[config.mk]
export PLATFORM = sky130hd
export DESIGN_NAME = pi_controller_antiwindup_flat
export DESIGN_NICKNAME = d
export VERILOG_FILES = /design/src/rtl/piaw_pkg.sv /design/src/rtl/piaw_ifs.sv /design/src/rtl/piaw_regs.sv /design/src/rtl/piaw_ctrl.sv /design/src/rtl/piaw_dpath.sv /design/src/rtl/pi_controller_antiwindup.sv /design/src/flat_wrapper.sv
export SDC_FILE = /design/constraint.sdc
export NUM_CORES = 2
export LEC_CHECK = 0
export BUFFER_PORTS_ARGS = -buffer_cell sky130_fd_sc_hd__buf_4
export CAP_MARGIN = 15
export CORE_UTILIZATION = 48
export CTS_BUF_LIST = sky130_fd_sc_hd__clkbuf_16
export DETAILED_ROUTE_END_ITERATION = 10
export RECOVER_POWER = 25
export SLEW_MARGIN = 20
export SYNTH_ARGS = -nofsm -noshare
export SYNTH_HDL_FRONTEND = slang
export SYNTH_HIERARCHICAL = 1
export SYNTH_SLANG_ARGS = --single-unit
export TNS_END_PERCENT = 50
[constraint.sdc]
create_clock -name clk -period 12.5 [get_ports clk]
set_clock_uncertainty 0.05 [all_clocks]
set_input_delay 2.5 -clock clk [delete_from_list [all_inputs] [get_ports clk]]
set_output_delay 2.5 -clock clk [all_outputs]
set_load 0.01 [all_outputs]
[src/rtl/piaw_pkg.sv]
package piaw_pkg;

  localparam int SUM_WIDTH_DEF = 40;
  localparam int FRAC_BITS_DEF = 8;

  localparam int MEAS_W  = 16;
  localparam int GAIN_W  = 16;
  localparam int DRIVE_W = 10;
  localparam int ERR_W   = 17;
  localparam int ACC_W   = 64;  // saturating working width
  localparam int WIDE_W  = 82;  // room for the split excess product
  localparam int MUL_A_W = 33;
  localparam int PROD_W  = 50;
  localparam int HALF_W  = 32;
  localparam int PLO_W   = 48;
  localparam int ADDR_W  = 5;
  localparam int DATA_W  = 32;
  localparam int IDX_W   = 3;

  localparam logic [DRIVE_W-1:0] RST_OUT_MAX = 10'd400;
  localparam logic [DRIVE_W-1:0] RST_OUT_MIN = 10'd0;
  localparam int RST_KP_UNITS = 10;
  localparam int RST_KI_UNITS = 1;
  localparam int RST_KC_DIV   = 10;

  typedef enum logic [IDX_W-1:0] {
    REG_REFERENCE  = 3'd0,
    REG_GAIN_P     = 3'd1,
    REG_GAIN_I     = 3'd2,
    REG_GAIN_AW    = 3'd3,
    REG_OUTPUT_MAX = 3'd4,
    REG_OUTPUT_MIN = 3'd5
  } reg_idx_t;

  typedef struct packed {
    logic signed [MEAS_W-1:0] reference;
    logic [GAIN_W-1:0]        kp;
    logic [GAIN_W-1:0]        ki;
    logic [GAIN_W-1:0]        kc;
    logic [DRIVE_W-1:0]       out_max;
    logic [DRIVE_W-1:0]       out_min;
  } cfg_t;

  typedef enum logic [2:0] {
    ST_IDLE,
    ST_PK,
    ST_PI,
    ST_CLAMP,
    ST_LO,
    ST_HI,
    ST_CORR,
    ST_DONE
  } state_t;

  typedef enum logic [1:0] {
    MUL_KP,
    MUL_KI,
    MUL_LO,
    MUL_HI
  } mul_op_t;

  typedef struct packed {
    logic    ld_err;
    logic    mul_en;
    mul_op_t mul_op;
    logic    ld_u;
    logic    ld_clamp;
    logic    ld_plo;
    logic    ld_corr;
    logic    commit;
  } cmd_t;

  function automatic logic signed [ACC_W-1:0] sat_acc(input logic signed [WIDE_W-1:0] x);
    logic [WIDE_W-ACC_W:0] top;
    top = x[WIDE_W-1:ACC_W-1];
    if (top == '0 || top == '1) begin
      return x[ACC_W-1:0];
    end else if (x[WIDE_W-1]) begin
      return {1'b1, {(ACC_W-1){1'b0}}};
    end else begin
      return {1'b0, {(ACC_W-1){1'b1}}};
    end
  endfunction

  function automatic logic signed [WIDE_W-1:0] ext_acc(input logic signed [ACC_W-1:0] x);
    return {{(WIDE_W-ACC_W){x[ACC_W-1]}}, x};
  endfunction

endpackage

[src/rtl/piaw_ifs.sv]
interface piaw_meas_if;
  logic                                 valid;
  logic                                 ready;
  logic signed [piaw_pkg::MEAS_W-1:0]   measured;
  modport source (output valid, output measured, input ready);
  modport sink (input valid, input measured, output ready);
endinterface

interface piaw_result_if;
  logic                                 valid;
  logic                                 ready;
  logic [piaw_pkg::DRIVE_W-1:0]         drive;
  logic signed [piaw_pkg::ERR_W-1:0]    error_value;
  logic                                 clamped;
  modport source (output valid, output drive, output error_value, output clamped, input ready);
  modport sink (input valid, input drive, input error_value, input clamped, output ready);
endinterface

[src/rtl/piaw_regs.sv]
module piaw_regs #(
  parameter int FRAC_BITS = piaw_pkg::FRAC_BITS_DEF
) (
  input  logic                          clk,
  input  logic                          rst,
  input  logic                          psel,
  input  logic                          penable,
  input  logic                          pwrite,
  input  logic [piaw_pkg::ADDR_W-1:0]   paddr,
  input  logic [piaw_pkg::DATA_W-1:0]   pwdata,
  output logic [piaw_pkg::DATA_W-1:0]   prdata,
  output logic                          pready,
  output piaw_pkg::cfg_t                cfg
);

  localparam logic [piaw_pkg::GAIN_W-1:0] RST_KP =
    piaw_pkg::GAIN_W'(piaw_pkg::RST_KP_UNITS << FRAC_BITS);
  localparam logic [piaw_pkg::GAIN_W-1:0] RST_KI =
    piaw_pkg::GAIN_W'(piaw_pkg::RST_KI_UNITS << FRAC_BITS);
  // 0.1 in Q.F, rounded to nearest
  localparam logic [piaw_pkg::GAIN_W-1:0] RST_KC =
    piaw_pkg::GAIN_W'(((1 << FRAC_BITS) + piaw_pkg::RST_KC_DIV / 2) / piaw_pkg::RST_KC_DIV);

  logic [piaw_pkg::IDX_W-1:0] idx;
  logic                       wr;

  assign pready = 1'b1;
  assign wr     = psel & penable & pwrite;
  assign idx    = paddr[piaw_pkg::ADDR_W-1:2];

  always_ff @(posedge clk) begin
    if (rst) begin
      cfg.reference <= '0;
      cfg.kp        <= RST_KP;
      cfg.ki        <= RST_KI;
      cfg.kc        <= RST_KC;
      cfg.out_max   <= piaw_pkg::RST_OUT_MAX;
      cfg.out_min   <= piaw_pkg::RST_OUT_MIN;
    end else if (wr) begin
      unique case (idx)
        piaw_pkg::REG_REFERENCE:  cfg.reference <= pwdata[piaw_pkg::MEAS_W-1:0];
        piaw_pkg::REG_GAIN_P:     cfg.kp        <= pwdata[piaw_pkg::GAIN_W-1:0];
        piaw_pkg::REG_GAIN_I:     cfg.ki        <= pwdata[piaw_pkg::GAIN_W-1:0];
        piaw_pkg::REG_GAIN_AW:    cfg.kc        <= pwdata[piaw_pkg::GAIN_W-1:0];
        piaw_pkg::REG_OUTPUT_MAX: cfg.out_max   <= pwdata[piaw_pkg::DRIVE_W-1:0];
        piaw_pkg::REG_OUTPUT_MIN: cfg.out_min   <= pwdata[piaw_pkg::DRIVE_W-1:0];
        default: ;
      endcase
    end
  end

  always_comb begin
    prdata = '0;
    unique case (idx)
      piaw_pkg::REG_REFERENCE:  prdata = piaw_pkg::DATA_W'(unsigned'(cfg.reference));
      piaw_pkg::REG_GAIN_P:     prdata = piaw_pkg::DATA_W'(cfg.kp);
      piaw_pkg::REG_GAIN_I:     prdata = piaw_pkg::DATA_W'(cfg.ki);
      piaw_pkg::REG_GAIN_AW:    prdata = piaw_pkg::DATA_W'(cfg.kc);
      piaw_pkg::REG_OUTPUT_MAX: prdata = piaw_pkg::DATA_W'(cfg.out_max);
      piaw_pkg::REG_OUTPUT_MIN: prdata = piaw_pkg::DATA_W'(cfg.out_min);
      default:                  prdata = '0;
    endcase
  end

endmodule

[src/rtl/piaw_ctrl.sv]
module piaw_ctrl (
  input  logic           clk,
  input  logic           rst,
  input  logic           in_valid,
  output logic           in_ready,
  output logic           out_valid,
  input  logic           out_ready,
  output piaw_pkg::cmd_t cmd
);

  piaw_pkg::state_t state, state_next;

  always_ff @(posedge clk) begin
    if (rst) begin
      state <= piaw_pkg::ST_IDLE;
    end else begin
      state <= state_next;
    end
  end

  always_comb begin
    state_next = state;
    cmd        = '0;
    in_ready   = 1'b0;
    unique case (state)
      piaw_pkg::ST_IDLE: begin
        in_ready = 1'b1;
        if (in_valid) begin
          cmd.ld_err = 1'b1;
          state_next = piaw_pkg::ST_PK;
        end
      end
      piaw_pkg::ST_PK: begin
        cmd.mul_en = 1'b1;
        cmd.mul_op = piaw_pkg::MUL_KP;
        state_next = piaw_pkg::ST_PI;
      end
      piaw_pkg::ST_PI: begin
        cmd.ld_u   = 1'b1;
        cmd.mul_en = 1'b1;
        cmd.mul_op = piaw_pkg::MUL_KI;
        state_next = piaw_pkg::ST_CLAMP;
      end
      piaw_pkg::ST_CLAMP: begin
        cmd.ld_clamp = 1'b1;
        state_next   = piaw_pkg::ST_LO;
      end
      piaw_pkg::ST_LO: begin
        cmd.mul_en = 1'b1;
        cmd.mul_op = piaw_pkg::MUL_LO;
        state_next = piaw_pkg::ST_HI;
      end
      piaw_pkg::ST_HI: begin
        cmd.ld_plo = 1'b1;
        cmd.mul_en = 1'b1;
        cmd.mul_op = piaw_pkg::MUL_HI;
        state_next = piaw_pkg::ST_CORR;
      end
      piaw_pkg::ST_CORR: begin
        cmd.ld_corr = 1'b1;
        state_next  = piaw_pkg::ST_DONE;
      end
      piaw_pkg::ST_DONE: begin
        // integrator and result register update together, once
        if (!out_valid || out_ready) begin
          cmd.commit = 1'b1;
          state_next = piaw_pkg::ST_IDLE;
        end
      end
      default: state_next = piaw_pkg::ST_IDLE;
    endcase
  end

  always_ff @(posedge clk) begin
    if (rst) begin
      out_valid <= 1'b0;
    end else if (cmd.commit) begin
      out_valid <= 1'b1;
    end else if (out_ready) begin
      out_valid <= 1'b0;
    end
  end

`ifndef SYNTHESIS
  a_accept_starts: assert property (@(posedge clk) disable iff (rst)
    (in_valid && in_ready) |=> (state == piaw_pkg::ST_PK))
    else $error("accepted beat did not start the step sequence");

  a_rise_from_done: assert property (@(posedge clk) disable iff (rst)
    $rose(out_valid) |-> $past(state == piaw_pkg::ST_DONE))
    else $error("result valid rose outside of the done state");

  a_commit_slot_free: assert property (@(posedge clk) disable iff (rst)
    cmd.commit |-> (!out_valid || out_ready))
    else $error("commit would overwrite an untaken result");

  a_commit_result: assert property (@(posedge clk) disable iff (rst)
    cmd.commit |=> (out_valid && state == piaw_pkg::ST_IDLE))
    else $error("commit did not present a result");
`endif

endmodule

[src/rtl/piaw_dpath.sv]
module piaw_dpath #(
  parameter int SUM_WIDTH = piaw_pkg::SUM_WIDTH_DEF,
  parameter int FRAC_BITS = piaw_pkg::FRAC_BITS_DEF
) (
  input  logic                                clk,
  input  logic                                rst,
  input  piaw_pkg::cfg_t                      cfg,
  input  piaw_pkg::cmd_t                      cmd,
  input  logic signed [piaw_pkg::MEAS_W-1:0]  measured,
  output logic [piaw_pkg::DRIVE_W-1:0]        drive,
  output logic signed [piaw_pkg::ERR_W-1:0]   error_value,
  output logic                                clamped
);

  localparam int SH     = 2 * FRAC_BITS;
  localparam int ACC_W  = piaw_pkg::ACC_W;
  localparam int WIDE_W = piaw_pkg::WIDE_W;
  localparam int ERR_W  = piaw_pkg::ERR_W;
  localparam int PROD_W = piaw_pkg::PROD_W;
  localparam int HALF_W = piaw_pkg::HALF_W;
  localparam int PLO_W  = piaw_pkg::PLO_W;
  localparam int DRV_W  = piaw_pkg::DRIVE_W;
  localparam logic signed [SUM_WIDTH-1:0] SUM_MAX = {1'b0, {(SUM_WIDTH-1){1'b1}}};
  localparam logic signed [SUM_WIDTH-1:0] SUM_MIN = {1'b1, {(SUM_WIDTH-1){1'b0}}};

  logic signed [ERR_W-1:0]      err;
  logic signed [PROD_W-1:0]     prod;
  logic signed [ACC_W-1:0]      u, exc, ns_acc, corr;
  logic [PLO_W-1:0]             plo;
  logic [DRV_W-1:0]             drive_c;
  logic                         clamped_c;
  logic signed [SUM_WIDTH-1:0]  sum;

  logic signed [ERR_W-1:0]      err_next;
  logic signed [piaw_pkg::MUL_A_W-1:0] mul_a;
  logic [piaw_pkg::GAIN_W-1:0]  mul_b;
  logic signed [piaw_pkg::GAIN_W:0] mul_bx;
  logic signed [PROD_W-1:0]     prod_next;
  logic signed [WIDE_W-1:0]     sum_x, prod_x;
  logic signed [ACC_W-1:0]      sum_plus_prod;
  logic signed [ACC_W-1:0]      hi_fx, lo_fx, uc;
  logic                         u_gt, u_lt;
  logic [DRV_W-1:0]             drive_sel;
  logic signed [ACC_W-1:0]      exc_next;
  logic signed [WIDE_W-1:0]     full;
  logic signed [ACC_W-1:0]      corr_sat;
  logic signed [ACC_W-1:0]      fin;
  logic [ACC_W-SUM_WIDTH:0]     fin_top;
  logic signed [SUM_WIDTH-1:0]  sum_next;

  assign err_next = $signed({cfg.reference[piaw_pkg::MEAS_W-1], cfg.reference})
                  - $signed({measured[piaw_pkg::MEAS_W-1], measured});

  // shared multiplier: signed 33 x unsigned 16
  always_comb begin
    case (cmd.mul_op)
      piaw_pkg::MUL_KP: begin
        mul_a = {{(piaw_pkg::MUL_A_W-ERR_W){err[ERR_W-1]}}, err};
        mul_b = cfg.kp;
      end
      piaw_pkg::MUL_KI: begin
        mul_a = {{(piaw_pkg::MUL_A_W-ERR_W){err[ERR_W-1]}}, err};
        mul_b = cfg.ki;
      end
      piaw_pkg::MUL_LO: begin
        mul_a = {1'b0, exc[HALF_W-1:0]};
        mul_b = cfg.kc;
      end
      piaw_pkg::MUL_HI: begin
        mul_a = {exc[ACC_W-1], exc[ACC_W-1:HALF_W]};
        mul_b = cfg.kc;
      end
      default: begin
        mul_a = {{(piaw_pkg::MUL_A_W-ERR_W){err[ERR_W-1]}}, err};
        mul_b = cfg.kp;
      end
    endcase
  end

  assign mul_bx    = {1'b0, mul_b};
  assign prod_next = mul_a * mul_bx;

  assign sum_x  = {{(WIDE_W-SUM_WIDTH){sum[SUM_WIDTH-1]}}, sum};
  assign prod_x = {{(WIDE_W-PROD_W){prod[PROD_W-1]}}, prod};
  // raw output when prod holds Kp*err, integrator step when it holds Ki*err
  assign sum_plus_prod = piaw_pkg::sat_acc(sum_x + prod_x);

  assign hi_fx = {{(ACC_W-DRV_W-SH){1'b0}}, cfg.out_max, {SH{1'b0}}};
  assign lo_fx = {{(ACC_W-DRV_W-SH){1'b0}}, cfg.out_min, {SH{1'b0}}};
  assign u_gt  = u > hi_fx;
  assign u_lt  = u < lo_fx;

  always_comb begin
    if (u_gt) begin
      uc        = hi_fx;
      drive_sel = cfg.out_max;
    end else if (u_lt) begin
      uc        = lo_fx;
      drive_sel = cfg.out_min;
    end else begin
      uc        = u;
      drive_sel = u[SH +: DRV_W];
    end
  end

  assign exc_next = piaw_pkg::sat_acc(piaw_pkg::ext_acc(u) - piaw_pkg::ext_acc(uc));

  // excess*Kc rebuilt from its two 32-bit halves
  assign full     = $signed({prod, {HALF_W{1'b0}}})
                  + $signed({{(WIDE_W-PLO_W){1'b0}}, plo});
  assign corr_sat = piaw_pkg::sat_acc(full);

  assign fin     = piaw_pkg::sat_acc(piaw_pkg::ext_acc(ns_acc) - piaw_pkg::ext_acc(corr));
  assign fin_top = fin[ACC_W-1:SUM_WIDTH-1];

  always_comb begin
    if (fin_top == '0 || fin_top == '1) begin
      sum_next = fin[SUM_WIDTH-1:0];
    end else if (fin[ACC_W-1]) begin
      sum_next = SUM_MIN;
    end else begin
      sum_next = SUM_MAX;
    end
  end

  always_ff @(posedge clk) begin
    if (cmd.ld_err) begin
      err <= err_next;
    end
    if (cmd.mul_en) begin
      prod <= prod_next;
    end
    if (cmd.ld_u) begin
      u <= sum_plus_prod;
    end
    if (cmd.ld_clamp) begin
      exc       <= exc_next;
      ns_acc    <= sum_plus_prod;
      drive_c   <= drive_sel;
      clamped_c <= u_gt | u_lt;
    end
    if (cmd.ld_plo) begin
      plo <= prod[PLO_W-1:0];
    end
    if (cmd.ld_corr) begin
      corr <= corr_sat >>> FRAC_BITS;
    end
    if (cmd.commit) begin
      drive       <= drive_c;
      error_value <= err;
      clamped     <= clamped_c;
    end
  end

  always_ff @(posedge clk) begin
    if (rst) begin
      sum <= '0;
    end else if (cmd.commit) begin
      sum <= sum_next;
    end
  end

endmodule

[src/rtl/pi_controller_antiwindup.sv]
// PI controller with back-calculation anti-windup, fixed point.
// Each accepted input beat runs the states PK, PI, CLAMP, LO, HI, CORR and DONE,
// DONE waiting while a result is untaken; no new beat is taken until it commits.
// One 33x17 multiplier, stepped by the controller, is shared by the Kp, Ki and the two halves of the Kc products.
// Reset (rst, synchronous): integral sum cleared, registers to their defaults,
// no result pending.
module pi_controller_antiwindup #(
  parameter int SUM_WIDTH = piaw_pkg::SUM_WIDTH_DEF,
  parameter int FRAC_BITS = piaw_pkg::FRAC_BITS_DEF
) (
  input  logic                          clk,
  input  logic                          rst,
  input  logic                          psel,
  input  logic                          penable,
  input  logic                          pwrite,
  input  logic [piaw_pkg::ADDR_W-1:0]   paddr,
  input  logic [piaw_pkg::DATA_W-1:0]   pwdata,
  output logic [piaw_pkg::DATA_W-1:0]   prdata,
  output logic                          pready,
  piaw_meas_if.sink                     meas,
  piaw_result_if.source                 result
);

  piaw_pkg::cfg_t cfg;
  piaw_pkg::cmd_t cmd;

  piaw_regs #(
    .FRAC_BITS(FRAC_BITS)
  ) u_regs (
    .clk     (clk),
    .rst     (rst),
    .psel    (psel),
    .penable (penable),
    .pwrite  (pwrite),
    .paddr   (paddr),
    .pwdata  (pwdata),
    .prdata  (prdata),
    .pready  (pready),
    .cfg     (cfg)
  );

  piaw_ctrl u_ctrl (
    .clk       (clk),
    .rst       (rst),
    .in_valid  (meas.valid),
    .in_ready  (meas.ready),
    .out_valid (result.valid),
    .out_ready (result.ready),
    .cmd       (cmd)
  );

  piaw_dpath #(
    .SUM_WIDTH(SUM_WIDTH),
    .FRAC_BITS(FRAC_BITS)
  ) u_dpath (
    .clk         (clk),
    .rst         (rst),
    .cfg         (cfg),
    .cmd         (cmd),
    .measured    (meas.measured),
    .drive       (result.drive),
    .error_value (result.error_value),
    .clamped     (result.clamped)
  );

endmodule
[src/flat_wrapper.sv]
// flat-port wrapper written by rule: the top's interface ports become plain ports
module pi_controller_antiwindup_flat 
#(
  parameter int SUM_WIDTH = piaw_pkg::SUM_WIDTH_DEF,
  parameter int FRAC_BITS = piaw_pkg::FRAC_BITS_DEF
)
  (clk, rst, psel, penable, pwrite, paddr, pwdata, prdata, pready, meas_valid, meas_measured, meas_ready, result_valid, result_drive, result_error_value, result_clamped, result_ready);
  piaw_meas_if meas_i ();
  piaw_result_if result_i ();
  input  logic clk;
  input  logic rst;
  input  logic psel;
  input  logic penable;
  input  logic pwrite;
  input  logic [piaw_pkg::ADDR_W-1:0] paddr;
  input  logic [piaw_pkg::DATA_W-1:0] pwdata;
  output logic [piaw_pkg::DATA_W-1:0] prdata;
  output logic pready;
  input wire logic [$bits(meas_i.valid)-1:0] meas_valid;
  input wire logic [$bits(meas_i.measured)-1:0] meas_measured;
  output wire logic [$bits(meas_i.ready)-1:0] meas_ready;
  output wire logic [$bits(result_i.valid)-1:0] result_valid;
  output wire logic [$bits(result_i.drive)-1:0] result_drive;
  output wire logic [$bits(result_i.error_value)-1:0] result_error_value;
  output wire logic [$bits(result_i.clamped)-1:0] result_clamped;
  input wire logic [$bits(result_i.ready)-1:0] result_ready;
  assign meas_i.valid = meas_valid;
  assign meas_i.measured = meas_measured;
  assign meas_ready = meas_i.ready;
  assign result_valid = result_i.valid;
  assign result_drive = result_i.drive;
  assign result_error_value = result_i.error_value;
  assign result_clamped = result_i.clamped;
  assign result_i.ready = result_ready;
  pi_controller_antiwindup #(.SUM_WIDTH(SUM_WIDTH), .FRAC_BITS(FRAC_BITS)) u_core (.clk(clk), .rst(rst), .psel(psel), .penable(penable), .pwrite(pwrite), .paddr(paddr), .pwdata(pwdata), .prdata(prdata), .pready(pready), .meas(meas_i), .result(result_i));
endmodule
==> metrics.cfg <==
[drt]
via_per_inst = 5.77
wl_um = 151000
antenna_left = 0
wl_per_cell_um = 22.3
initialDrtViolationCount = 3222
first_pass_iters = 6
vias = 39100
drc = 0

[global_routing]
met2_usage = 0.478
grt_use_met1 = 0.397
grt_max_degree = 75
met3_usage = 0.0385
first_global_vias = 38600
grt_pass1_wl_um = 231000
busiest_layer = met2
antenna_found_initial = 6
grt_overflow = 0
track_usage = 0.292

[clock_network]
ctsResizeCount = 0
clock_latency_ns = 0.64
clk_pin_slew_ns = 0.06
cts_root_buf = clkbuf_16
post_cts.repair.setup_buffers = 0
cts.sinks = 496
hold_buffers = 0
clock_path_buffers = 3
cts_tree = built
numCtsBuffers = 52
htree_levels = 2

[setup_path]
critPathMaxFanout = 34
critPathArrivalTime_ns = 11.09
crit_required_ns = 12.90
crit_slowest_cell = o41ai_1
cp-startpoint = u_core/u_ctrl/state[0]
reg2reg_depth = 30
crit_top_cell = fa_1
slowest_delay_ns = 0.80
r2r_start = u_core/u_ctrl/state[0]
startpoint_type = flip-flop
critPathKind = flip-flop to flip-flop
end_kind = flip-flop

[cells_and_area]
drive_gt1_frac = 0.0659
nets = 6256
area_growth_pct = 7.90
postLayoutCoreUtil = 0.526

[die]
fp.dieW_um = 324
fp.dieH_um = 324
initial_utilization = 0.487
row_count = 117
die_area_um2 = 105000
core_area_um2 = 102000
io_pins = 123

[timing]
relSlewSlack = -1.51
slew_violations = 201
tns_ns = 0
setup_ws_ns = 1.81
setup_viol = 0
final_hold_viol_count = 0
fmax_mhz = 93.5
fin_crit_sh = 0.855
rsz0062_at_grt = false
worst_pin_slew_ns = 3.77
period_needed_ns = 10.69

[yosys]
avgSynthCellArea_um2 = 9.28
async_flop_share = 0
synthCells = 5370
ys_types = 99
netlist_area_um2 = 49900
postSynthRegisterBits = 496
ys_warn_count = 6
synth-edff-count = 368
ys.flop_type = edfxtp_1
ys_seq_area_frac = 0.273

[power]
vdd_drop_max_uv = 112
power.density_nw_per_um2 = 146
power_leakage_nw = 23.9

[place]
io_buffers = 87
gp_congestion = 0.920
hpwl_um = 117000
pre_cts_slack_ns = 1.83

[run_status]
violations = capacitance limit, slew limit
outcome = finished, violations left

[run]
drv_cap = 4

[min_path]
hold_path_startpoint = u_core/u_dpath/drive_c[2]
min_path_cells = 0
min_path_type = flip-flop to flip-flop

==> cell usage in the layout (no fill, tap or decap), types with 128 or more instances in the layout <==
master and instances:
buf_4 154, ha_1 329, a21o_1 209, nor2_1 380, nand2_1 557, fa_1 508, xnor2_1 137, edfxtp_1 368
a21oi_1 344, inv_1 785, dfxtp_1 128, o21ai_0 196
==> worst max-delay path, delay by kind of cell (launching register included) <==
kind	cells	cell delay, ns
buffers and inverters	6	0.72
adder cells (fa/ha/maj)	7	3.43
multiplexers	1	0.60
AO/OA/AOI/OAI	8	3.61
AND/OR/NAND/NOR	8	1.45
flip-flops	1	0.63
==> flip-flops by register name, summed over array words and instances (netlist names), 17 cells and up <==
name	count
u_core/u_regs/cfg	84
u_core/u_dpath/exc	64
u_core/u_dpath/corr	56
u_core/u_dpath/ns_acc	51
u_core/u_dpath/u	51
u_core/u_dpath/prod	50
u_core/u_dpath/plo	40
u_core/u_dpath/sum	40
u_core/u_dpath/err	17
u_core/u_dpath/error_value	17
==> where the power goes <==
| group | switching, mW | total, mW | internal [mW] | leakage, nW |
|---|---|---|---|---|
| clock | 0.702 | 1.71 | 1.00 | 0.924 |
| sequential | 0.273 | 2.38 | 2.11 | 4.40 |
| combinational | 2.37 | 3.76 | 1.39 | 18.6 |
| total | 3.35 | 7.85 | 4.50 | 23.9 |
==> synthesized netlist by cell type, types with 78 or more instances <==
master	count	area, µm²
mux2i_1	106	1060
xor2_1	78	683
edfxtp_1	368	11100
xnor2_1	137	1200
inv_1	778	2920
a21o_1	210	1580
nand2b_1	111	694
fa_1	508	10200
a21oi_1	349	1750
ha_1	330	4130
o21ai_0	199	996
nand2_1	557	2090
nand3_1	118	591
nor2_1	388	1460
dfxtp_1	128	2560
clkbuf_1	175	657
==> worst paths after layout <==
kind | slack (ns) | to
min | 0.37 | u_core/u_dpath/drive[2]
max reg2reg | 1.81 | u_core/u_dpath/prod[49]
min reg2reg | 0.37 | u_core/u_dpath/drive[2]
max | 1.81 | u_core/u_dpath/prod[49]
==> final cells by class <==
type	instances	area, µm²
fill	9521	48500
clock buffer	53	1330
inverter	778	2920
sequential	496	13600
antenna	3	7.51
clock inverter	44	531
timing repair buffer	166	1230
tap	1368	1710
multi-input combinational	3864	32400
==> cell families (layout without fill, tap and decap cells) <==
kind of cell,Yosys count,after routing,synth area share
other cells,2,20,0.000151
mux,126,126,0.0272
compound gates,1165,1165,0.153
fa+ha+maj,838,838,0.287
simple gates,1503,1503,0.141
xor+xnor,215,215,0.0378
flops,496,496,0.273
buf+inv,1025,1041,0.0813
==> through the flow <==
step	total power, mW	std cells	area (µm²)	hold slack (ns)
after floorplan	4.84	5385	49900	0.350
after CTS	7.88	6769	53800	0.372
after global routing	8.35	6769	53800	0.375
after detailed placement	6.15	6672	52000	0.358
after global placement	6.11	6672	52000	0.351
final	7.85	6772	53800	0.370
==> per-layer routing <==
| metal | vias to the layer above | part of all wire |
|---|---|---|
| met5 | - | 0.00030 |
| met4 | 6 | 0.035 |
| met3 | 252 | 0.066 |
| met2 | 1322 | 0.47 |
| met1 | 19500 | 0.43 |
| li1 | 18000 | - |
Power figures use the tool's default switching activity.
